File: config.mk
export PLATFORM = sky130hd
export DESIGN_NAME = pid_position_controller
export DESIGN_NICKNAME = d
export VERILOG_FILES = /design/src/hdl/pidpc_pkg.sv /design/src/hdl/pidpc_mul.sv /design/src/hdl/pid_position_controller.sv
export SDC_FILE = /design/constraint.sdc
export NUM_CORES = 2
export LEC_CHECK = 0
export BUFFER_PORTS_ARGS = -buffer_cell sky130_fd_sc_hd__buf_2
export CORE_AREA = 2 2 298 300
export DETAILED_ROUTE_END_ITERATION = 6
export DIE_AREA = 0 0 300 302
export PLACE_DENSITY = 0.56
export SLEW_MARGIN = 5
export SYNTH_ARGS = -nofsm -noshare
export SYNTH_HDL_FRONTEND = slang
export SYNTH_SLANG_ARGS = --single-unit
File: constraint.sdc
create_clock -name i_clk -period 12.9 [get_ports i_clk]
set_clock_uncertainty 0.1 [all_clocks]
set_input_delay 0.645 -clock i_clk [delete_from_list [all_inputs] [get_ports i_clk]]
set_output_delay 0.645 -clock i_clk [all_outputs]
set_load 0.1 [all_outputs]
File: src/hdl/pidpc_pkg.sv
// ----------------------------------------------------------------------------
// pidpc_pkg
// Shared types and constants of the positional PID controller.
// ----------------------------------------------------------------------------
package pidpc_pkg;

    localparam int SAMPLE_WIDTH_DEF   = 16;
    localparam int INTEGRAL_WIDTH_DEF = 48;

    // Fixed field widths
    localparam int GAIN_W     = 32;   // Q16.16 gains
    localparam int PERIOD_W   = 16;   // Q0.16 sample period
    localparam int DRIVE_W    = 32;
    localparam int CFG_IDX_W  = 3;
    localparam int CFG_DATA_W = 32;

    // Fraction bits of the P/D sum and of the final accumulator
    localparam int PD_FRAC  = 16;
    localparam int OUT_FRAC = 32;

    // Configuration register indexes
    localparam logic [CFG_IDX_W-1:0] REG_SETPOINT    = 3'd0;
    localparam logic [CFG_IDX_W-1:0] REG_PERIOD      = 3'd1;
    localparam logic [CFG_IDX_W-1:0] REG_PROP_GAIN   = 3'd2;
    localparam logic [CFG_IDX_W-1:0] REG_INT_GAIN    = 3'd3;
    localparam logic [CFG_IDX_W-1:0] REG_DERIV_COEFF = 3'd4;

    // Request to the serial multiplier
    typedef struct packed {
        logic start;
        logic long_run;   // multiplier word is the full integral width
    } t_mul_ctl;

endpackage

File: src/hdl/pidpc_mul.sv
// ----------------------------------------------------------------------------
// pidpc_mul
// Bit-serial signed shift-add multiplier: one multiplier bit per cycle.
// ----------------------------------------------------------------------------
module pidpc_mul #(
    parameter int INTEGRAL_WIDTH = pidpc_pkg::INTEGRAL_WIDTH_DEF,
    parameter int SHORT_W        = pidpc_pkg::SAMPLE_WIDTH_DEF + 2
) (
    input  logic                                        i_clk,
    input  logic                                        i_rst_n,
    input  pidpc_pkg::t_mul_ctl                         i_ctl,
    input  logic [pidpc_pkg::GAIN_W-1:0]                i_mcand,
    input  logic [INTEGRAL_WIDTH-1:0]                   i_mplr,
    output logic                                        o_done,
    output logic [pidpc_pkg::GAIN_W+SHORT_W:0]          o_prod_short,
    output logic [pidpc_pkg::GAIN_W+INTEGRAL_WIDTH:0]   o_prod_long
);
    import pidpc_pkg::*;

    localparam int IW = INTEGRAL_WIDTH;
    localparam int HW = GAIN_W + 1;
    localparam int CW = $clog2(IW);
    localparam logic [CW-1:0] LAST_LONG  = CW'(IW - 1);
    localparam logic [CW-1:0] LAST_SHORT = CW'(SHORT_W - 1);

    logic                 r_busy;
    logic                 r_done;
    logic                 r_long;
    logic [CW-1:0]        r_cnt;
    logic [GAIN_W-1:0]    r_mcand;
    logic [HW-1:0]        r_hi;
    logic [IW-1:0]        r_lo;   // multiplier bits out at the bottom, product bits in at the top

    logic                 last_step;
    logic [HW-1:0]        mc_ext;
    logic [HW-1:0]        addend;
    logic [HW-1:0]        n_hi_sum;

    always_comb begin
        last_step = (r_cnt == (r_long ? LAST_LONG : LAST_SHORT));
        mc_ext    = {r_mcand[GAIN_W-1], r_mcand};
        // sign bit of the multiplier has negative weight
        if (r_lo[0]) begin
            addend = last_step ? (~mc_ext + HW'(1)) : mc_ext;
        end else begin
            addend = '0;
        end
        n_hi_sum = r_hi + addend;
    end

    always_ff @(posedge i_clk) begin
        if (!i_rst_n) begin
            r_busy <= 1'b0;
            r_done <= 1'b0;
            r_long <= 1'b0;
            r_cnt  <= '0;
        end else begin
            r_done <= 1'b0;
            if (i_ctl.start) begin
                r_busy  <= 1'b1;
                r_long  <= i_ctl.long_run;
                r_cnt   <= '0;
                r_mcand <= i_mcand;
                r_hi    <= '0;
                r_lo    <= i_mplr;
            end else if (r_busy) begin
                r_hi  <= {n_hi_sum[HW-1], n_hi_sum[HW-1:1]};
                r_lo  <= {n_hi_sum[0], r_lo[IW-1:1]};
                r_cnt <= r_cnt + CW'(1);
                if (last_step) begin
                    r_busy <= 1'b0;
                    r_done <= 1'b1;
                end
            end
        end
    end

    assign o_done       = r_done;
    assign o_prod_short = {r_hi, r_lo[IW-1 -: SHORT_W]};
    assign o_prod_long  = {r_hi, r_lo};

endmodule

File: src/hdl/pid_position_controller.sv
// ----------------------------------------------------------------------------
// pid_position_controller
// Positional PID regulator with saturating integral and clipped drive output.
// ----------------------------------------------------------------------------
// One measurement is taken per transfer and one drive value is returned.
// error = measurement - setpoint; the integral gains error * sample_period
// and saturates to INTEGRAL_WIDTH bits; drive = P + I + D rounded down to an
// integer and saturated to 32 bits; tuser flags a clipped integral or drive.
// All four products run on one bit-serial multiplier, one multiplier bit per
// cycle: three products of SAMPLE_WIDTH+2 bits and one of INTEGRAL_WIDTH
// bits. The next measurement is taken only once the result of the last one
// sits in the output register, and then also while the result waits there.
// Write the configuration only while no sample is in flight.
// ----------------------------------------------------------------------------
module pid_position_controller #(
    parameter int SAMPLE_WIDTH   = pidpc_pkg::SAMPLE_WIDTH_DEF,
    parameter int INTEGRAL_WIDTH = pidpc_pkg::INTEGRAL_WIDTH_DEF
) (
    input  logic                                   i_clk,
    input  logic                                   i_rst_n,

    input  logic                                   i_cfg_wen,
    input  logic [pidpc_pkg::CFG_IDX_W-1:0]        i_cfg_idx,
    input  logic [pidpc_pkg::CFG_DATA_W-1:0]       i_cfg_wdata,

    input  logic                                   s_axis_tvalid,
    output logic                                   s_axis_tready,
    input  logic [((SAMPLE_WIDTH+7)/8)*8-1:0]      s_axis_tdata,   // measurement

    output logic                                   m_axis_tvalid,
    input  logic                                   m_axis_tready,
    output logic [pidpc_pkg::DRIVE_W-1:0]          m_axis_tdata,   // drive
    output logic [0:0]                             m_axis_tuser    // clipped
);
    import pidpc_pkg::*;

    localparam int SW      = SAMPLE_WIDTH;
    localparam int IW      = INTEGRAL_WIDTH;
    localparam int EW      = SW + 1;
    localparam int SHORT_W = SW + 2;
    localparam int PSW     = GAIN_W + 1 + SHORT_W;
    localparam int PLW     = GAIN_W + 1 + IW;
    localparam int AW      = ((IW > PSW) ? IW : PSW) + 1;
    localparam int FW      = ((PLW > PSW + PD_FRAC) ? PLW : PSW + PD_FRAC) + 1;
    localparam int DTOP    = OUT_FRAC + DRIVE_W - 1;

    typedef enum logic [1:0] {S_IDLE, S_START, S_RUN, S_OUT} t_state;
    typedef enum logic [1:0] {OP_INC, OP_P, OP_D, OP_I} t_op;

    // configuration
    logic [SW-1:0]       r_setpoint;
    logic [PERIOD_W-1:0] r_period;
    logic [GAIN_W-1:0]   r_kp;
    logic [GAIN_W-1:0]   r_ki;
    logic [GAIN_W-1:0]   r_kd;

    t_state              r_state;
    t_op                 r_op;
    logic [EW-1:0]       r_err;
    logic [EW-1:0]       r_prev;
    logic [IW-1:0]       r_integral;
    logic [PSW-1:0]      r_pd;
    logic                r_clip;
    logic [DRIVE_W-1:0]  r_drive;
    logic                r_out_valid;
    logic [DRIVE_W-1:0]  r_out_drive;
    logic                r_out_clip;

    t_mul_ctl            mul_ctl;
    logic [GAIN_W-1:0]   mul_mcand;
    logic [IW-1:0]       mul_mplr;
    logic                mul_done;
    logic [PSW-1:0]      prod_short;
    logic [PLW-1:0]      prod_long;

    logic [SW-1:0]       meas;
    logic [EW-1:0]       n_err;
    logic [SHORT_W-1:0]  err_delta;
    logic [AW-1:0]       int_sum;
    logic                int_ovf;
    logic [IW-1:0]       int_sat;
    logic [FW-1:0]       acc;
    logic                drive_ovf;
    logic [DRIVE_W-1:0]  drive_sat;

    always_ff @(posedge i_clk) begin
        if (!i_rst_n) begin
            r_setpoint <= '0;
            r_period   <= '0;
            r_kp       <= '0;
            r_ki       <= '0;
            r_kd       <= '0;
        end else if (i_cfg_wen) begin
            unique case (i_cfg_idx)
                REG_SETPOINT:    r_setpoint <= i_cfg_wdata[SW-1:0];
                REG_PERIOD:      r_period   <= i_cfg_wdata[PERIOD_W-1:0];
                REG_PROP_GAIN:   r_kp       <= i_cfg_wdata[GAIN_W-1:0];
                REG_INT_GAIN:    r_ki       <= i_cfg_wdata[GAIN_W-1:0];
                REG_DERIV_COEFF: r_kd       <= i_cfg_wdata[GAIN_W-1:0];
                default: ;
            endcase
        end
    end

    // operand selection for the shared multiplier
    always_comb begin
        meas      = s_axis_tdata[SW-1:0];
        n_err     = {meas[SW-1], meas} - {r_setpoint[SW-1], r_setpoint};
        err_delta = {r_prev[EW-1], r_prev} - {r_err[EW-1], r_err};

        mul_ctl.start    = (r_state == S_START);
        mul_ctl.long_run = 1'b0;
        unique case (r_op)
            OP_INC: begin
                mul_mcand = {{(GAIN_W-PERIOD_W){1'b0}}, r_period};
                mul_mplr  = {{(IW-EW){r_err[EW-1]}}, r_err};
            end
            OP_P: begin
                mul_mcand = r_kp;
                mul_mplr  = {{(IW-EW){r_err[EW-1]}}, r_err};
            end
            OP_D: begin
                mul_mcand = r_kd;
                mul_mplr  = {{(IW-SHORT_W){err_delta[SHORT_W-1]}}, err_delta};
            end
            OP_I: begin
                mul_mcand        = r_ki;
                mul_mplr         = r_integral;
                mul_ctl.long_run = 1'b1;
            end
            default: begin
                mul_mcand = '0;
                mul_mplr  = '0;
            end
        endcase
    end

    pidpc_mul #(
        .INTEGRAL_WIDTH (IW),
        .SHORT_W        (SHORT_W)
    ) u_mul (
        .i_clk        (i_clk),
        .i_rst_n      (i_rst_n),
        .i_ctl        (mul_ctl),
        .i_mcand      (mul_mcand),
        .i_mplr       (mul_mplr),
        .o_done       (mul_done),
        .o_prod_short (prod_short),
        .o_prod_long  (prod_long)
    );

    // integral update with saturation
    always_comb begin
        int_sum = {{(AW-IW){r_integral[IW-1]}}, r_integral}
                + {{(AW-PSW){prod_short[PSW-1]}}, prod_short};
        int_ovf = !((&int_sum[AW-1:IW-1]) || !(|int_sum[AW-1:IW-1]));
        if (int_ovf) begin
            int_sat = int_sum[AW-1] ? {1'b1, {(IW-1){1'b0}}} : {1'b0, {(IW-1){1'b1}}};
        end else begin
            int_sat = int_sum[IW-1:0];
        end
    end

    // final sum in Q.32, floor to integer, saturate
    always_comb begin
        acc = {{(FW-PLW){prod_long[PLW-1]}}, prod_long}
            + {{(FW-PSW-PD_FRAC){r_pd[PSW-1]}}, r_pd, {PD_FRAC{1'b0}}};
        drive_ovf = !((&acc[FW-1:DTOP]) || !(|acc[FW-1:DTOP]));
        if (drive_ovf) begin
            drive_sat = acc[FW-1] ? {1'b1, {(DRIVE_W-1){1'b0}}}
                                  : {1'b0, {(DRIVE_W-1){1'b1}}};
        end else begin
            drive_sat = acc[DTOP:OUT_FRAC];
        end
    end

    always_ff @(posedge i_clk) begin
        if (!i_rst_n) begin
            r_state     <= S_IDLE;
            r_op        <= OP_INC;
            r_err       <= '0;
            r_prev      <= '0;
            r_integral  <= '0;
            r_pd        <= '0;
            r_clip      <= 1'b0;
            r_drive     <= '0;
            r_out_valid <= 1'b0;
            r_out_drive <= '0;
            r_out_clip  <= 1'b0;
        end else begin
            // in S_OUT the output slot is handled by the state itself
            if (r_out_valid && m_axis_tready && r_state != S_OUT) begin
                r_out_valid <= 1'b0;
            end
            unique case (r_state)
                S_IDLE: begin
                    if (s_axis_tvalid) begin
                        r_err   <= n_err;
                        r_op    <= OP_INC;
                        r_clip  <= 1'b0;
                        r_state <= S_START;
                    end
                end
                S_START: begin
                    r_state <= S_RUN;
                end
                S_RUN: begin
                    if (mul_done) begin
                        unique case (r_op)
                            OP_INC: begin
                                r_integral <= int_sat;
                                r_clip     <= int_ovf;
                                r_op       <= OP_P;
                                r_state    <= S_START;
                            end
                            OP_P: begin
                                r_pd    <= prod_short;
                                r_op    <= OP_D;
                                r_state <= S_START;
                            end
                            OP_D: begin
                                r_pd    <= r_pd + prod_short;
                                r_op    <= OP_I;
                                r_state <= S_START;
                            end
                            OP_I: begin
                                r_drive <= drive_sat;
                                r_clip  <= r_clip | drive_ovf;
                                r_prev  <= r_err;
                                r_state <= S_OUT;
                            end
                            default: r_state <= S_IDLE;
                        endcase
                    end
                end
                S_OUT: begin
                    // hand over once the output slot is free
                    if (!r_out_valid || m_axis_tready) begin
                        r_out_valid <= 1'b1;
                        r_out_drive <= r_drive;
                        r_out_clip  <= r_clip;
                        r_state     <= S_IDLE;
                    end
                end
                default: r_state <= S_IDLE;
            endcase
        end
    end

    assign s_axis_tready   = (r_state == S_IDLE);
    assign m_axis_tvalid   = r_out_valid;
    assign m_axis_tdata    = r_out_drive;
    assign m_axis_tuser[0] = r_out_clip;

endmodule
==> PnR_summary.wiki <==
{| class="wikitable"
! Metric !! Value
|-
| Pin count of the biggest net entering global routing || about 180
|-
| Number of CTS-inserted buffers || 52
|-
| Buffers from clock root to sink, at most || 3
|-
| Sum of overflow across all layers after global routing || 0
|-
| TritonCTS clock tree || built
|-
| Share of the yosys chip area belonging to registers || 0.335
|-
| Setup repair after global routing missed its margin || false
|-
| Destination of the critical timing path || u_mul.r_hi[29]$_SDFFCE_PP0P_
|-
| Most used cell along the critical path || o21ai_0
|-
| Antenna diodes || 0
|-
| Post-synthesis net count || just over 4k
|-
| Max stage delay on crit path || between 0.7 and 0.8 ns
|-
| Antenna violations before repair || 4
|-
| Final Max Tran Viols || 0
|-
| Max cap viols || 0
|-
| Share of post-route cells with drive strength above 1 || 0.0816
|-
| Classification of the worst setup path || reg2reg
|-
| Total routing resource utilization after global routing || 0.194
|-
| Result of the run || complete, but fails checks
|-
| Area growth from synthesis to layout || 10.8%
|-
| Worst slew pin tran || 1.06 ns
|-
| DP Wirelength || between 60 and 70 mm
|-
| Worst slack at placement || around 7.5 ns
|-
| Total number of clock tree sinks || 453
|-
| Worst r2r src || u_mul.r_cnt[5]$_SDFFE_PP0P_
|-
| Worst-path cell with the longest stage delay || and2_1
|-
| R2r worst-path depth || 20
|-
| Htree depth || 2
|-
| Post-cts repair resize count || 0
|-
| Remaining number of nets flagged by the antenna check after routing || 0
|-
| Yosys warning total || 0
|-
| First-pass GRT wire length || ~140 mm
|-
| Non-filler cells, final || 4941
|-
| Cell count after synthesis || 3757
|-
| Number of synthesized register bits || about 450
|-
| Standby leakage power || 13.3 nW
|-
| Total Nets Final || 4030
|-
| Count of hold buffers inserted by post-cts repair || 0
|-
| Final TNS setup || 0 ns
|-
| Clock slew at reported path FFs || about 0.06 ns
|-
| Final setup fails || 0
|-
| Synthesized area per cell || between 8 and 9 um^2
|-
| Initial Utilization || 0.347
|-
| Number of buffers inserted to repair setup after CTS || 0
|-
| Class of the most critical hold timing path || in2reg
|-
| Worst-case headroom to the max-slew limit || 0.294
|-
| Violated checks || design-rule violations
|-
| Cell area after synthesis || 30400 um^2
|-
| Arr. time, crit path || ~5.6 ns
|-
| Slack of the worst reg-to-reg path || 7.48 ns
|-
| Share of synthesized flip-flops with an asynchronous set or reset || 0
|-
| Cell-by-cell trace of the critical path || nor4_1, nand3b_1, o21ai_0, and2_1, o31ai_1, xnor2_1, and2_1, ha_1, o21ai_0, a21boi_0, o21ai_0, a31oi_1, a211oi_1, o211ai_1, a41o_1, a21oi_1, o21bai_1, a21oi_1, xor2_1, nor2_1
|-
| Floorplan die area || 90600 um^2
|-
| Placer's final routability congestion estimate || about 0.90
|-
| Data required, critical path || 13.10 ns
|-
| Overall die height || roughly 300 um
|-
| Per-cell via count in the routed design || 5.43
|-
| Highest clock frequency the design can meet || 0.184 GHz
|-
| Setup slack after layout || 7.48 ns
|-
| Source-to-sink clock delay at the later pin of the worst-skew pair || around 0.64 ns
|-
| Total Routed Length || 90.7 mm
|-
| Launching element type of the critical path || flip-flop
|-
| Sum of internal, switching and leakage power || 3.53 mW
|-
| Distinct cell type count of the synthesized netlist || 95
|-
| Worst-case vdd ir drop || roughly 0.098 mV
|-
| Count of filler cells inserted in the layout || just over 9k
|-
| Horiz. Die Dim || ~300 um
|-
| Ports || between 90 and 100
|-
| Largest fanout on the critical path || 27
|-
| Port buffer count || 90
|-
| Number of cells in the design after placement || 4845
|-
| CTS root buffer || clkbuf_16
|-
| Source of the critical timing path || u_mul.r_cnt[5]$_SDFFE_PP0P_
|-
| Number of iterations in the first detailed-routing pass || 7
|-
| Vias after detailed routing || about 27k
|-
| Remaining routing DRC violations || 1
|-
| Crit share post-route || 0.420
|-
| Critical path capture point type || flip-flop
|-
| Number of DRC violations after detailed-routing iteration 0 || roughly 1.9k
|-
| EDFF count, synth || between 100 and 150
|-
| Tmin final || approximately 5.4 ns
|-
| PwrDens || about 100 nW/um^2
|-
| Std cell rows || around 110
|-
| Top flip-flop cell by instance count after synthesis || dfxtp_1
|-
| Worst reg2reg endpoint || u_mul.r_hi[29]$_SDFFCE_PP0P_
|-
| Hold_ws || between 0.15 and 0.2 ns
|-
| Area inside the core boundary || 87600 um^2
|-
| Final Hold Vio Count || 0
|-
| Average wire length per cell after detail routing || approximately 18 um
|-
| Via count of the first global-routing pass || 24.9k
|}
synth_stat cells (111+ instances only):
| master | instances | area [um^2] |
|---|---|---|
| xnor2_1 | 125 | 1090 |
| a21o_1 | 125 | 938 |
| a21oi_1 | 475 | 2380 |
| nand3_1 | 116 | 581 |
| inv_1 | 111 | 417 |
| edfxtp_1 | 112 | 3360 |
| nor2_1 | 215 | 807 |
| dfxtp_1 | 341 | 6830 |
| clkbuf_1 | 182 | 683 |
| o21ai_0 | 221 | 1110 |
| nand2_1 | 601 | 2260 |
| ha_1 | 235 | 2940 |
layout make-up:
type | instances | area [um^2] | area share
Multi-Input combinational cell | 2993 | 19100 | 0.567
Tap cell | 1165 | 1460 | 0.0433
Sequential cell | 453 | 10200 | 0.302
Inverter | 113 | 432 | 0.0128
Clock buffer | 65 | 1450 | 0.0431
Clock inverter | 31 | 375 | 0.0111
Timing Repair Buffer | 121 | 696 | 0.0206
per-stage QoR:
| step | area (um^2) | util |
|---|---|---|
| final | 33700 | 0.385 |
| after detailed placement | 31900 | 0.364 |
| after CTS | 33700 | 0.385 |
| after global routing | 33700 | 0.385 |
| after global placement | 31900 | 0.364 |
| after floorplan | 30400 | - |
worst min-delay path by stage:
stage	from	end	slack, ns	cells after the start
after global routing	i_cfg_wdata[22]	r_kd[22]$_SDFFE_PN0P_	0.15	3
after CTS	i_cfg_wdata[29]	r_kp[29]$_SDFFE_PN0P_	0.13	3
final	i_cfg_wdata[30]	r_kd[30]$_SDFFE_PN0P_	0.16	3
after detailed placement	r_drive[21]$_SDFFE_PN0P_	m_axis_tdata[21]$_SDFFE_PN0P_	0.34	2
after global placement	m_axis_tdata[8]$_SDFFE_PN0P_	m_axis_tdata[8]$_SDFFE_PN0P_	0.34	2
after floorplan	r_drive[0]$_SDFFE_PN0P_	m_axis_tdata[0]$_SDFFE_PN0P_	0.33	2
worst max-delay path, delay by kind of cell, from the launching register on:
kind                     cells  cell delay (ns)
flip-flops                   1             0.33
adder cells (fa/ha/maj)      1             0.32
AND/OR/NAND/NOR              5             1.27
XOR/XNOR                     2             0.31
AO/OA/AOI/OAI               12             2.73
where the power goes:
group	switching, mW	internal, mW
Combinational	0.247	0.149
Sequential	0.0535	1.50
Clock	0.674	0.912
Total	0.975	2.56
state kept, by name (all words and copies together) (netlist names):
register	count
r_pd	51
r_integral	48
u_mul.r_lo	48
m_axis_tdata	32
r_drive	32
r_kd	32
r_ki	32
r_kp	32
u_mul.r_hi	32
u_mul.r_mcand	32
r_err	17
r_prev	17
r_period	16
r_setpoint	16
u_mul.r_cnt	6
r_op	2
r_state	2
m_axis_tuser	1
m_axis_tvalid	1
r_clip	1
u_mul.o_done	1
u_mul.r_busy	1
u_mul.r_long	1
cells in the final DEF, fill, tap and decap left out, drive strengths merged, types with 10 or more instances in the layout:
master / count
o22ai: 37
or3: 20
a21o: 125
a31oi: 37
nor3: 48
xnor2: 125
nand3b: 10
mux2i: 67
a222oi: 32
nand2b: 77
nand2: 601
xor2: 71
nand3: 116
o21bai: 28
a211oi: 39
a22oi: 16
clkinv: 18
nor3b: 11
o21ai: 232
nor4: 16
nand4: 33
ha: 235
edfxtp: 112
inv: 118
o211ai: 20
buf: 121
a21oi: 475
nor2b: 41
nor2: 215
and2: 49
clkbuf: 65
a21boi: 17
o31ai: 21
o21a: 17
and3: 27
or2: 17
dfxtp: 341
metal layers:
| layer | vias to the layer above | part of all wire | track usage |
|---|---|---|---|
| li1 | 13500 | - | - |
| met1 | 12600 | 0.49 | 0.280 |
| met2 | 620 | 0.44 | 0.306 |
| met3 | 122 | 0.050 | 0.0251 |
| met4 | 4 | 0.024 | 0.0500 |
| met5 | - | 0.00030 | 0 |
cell families (layout without fill, tap and decap cells):
family          count (synthesis)  count (layout)  synth area share
compound gates               1183            1183             0.247
xor+xnor                      196             196            0.0564
fa+ha+maj                     240             240             0.100
buf+inv                       311             330            0.0402
flops                         453             453             0.335
mux                            67              67            0.0220
simple gates                 1307            1307             0.199
No activity file was read; power rests on OpenSTA's default activity.
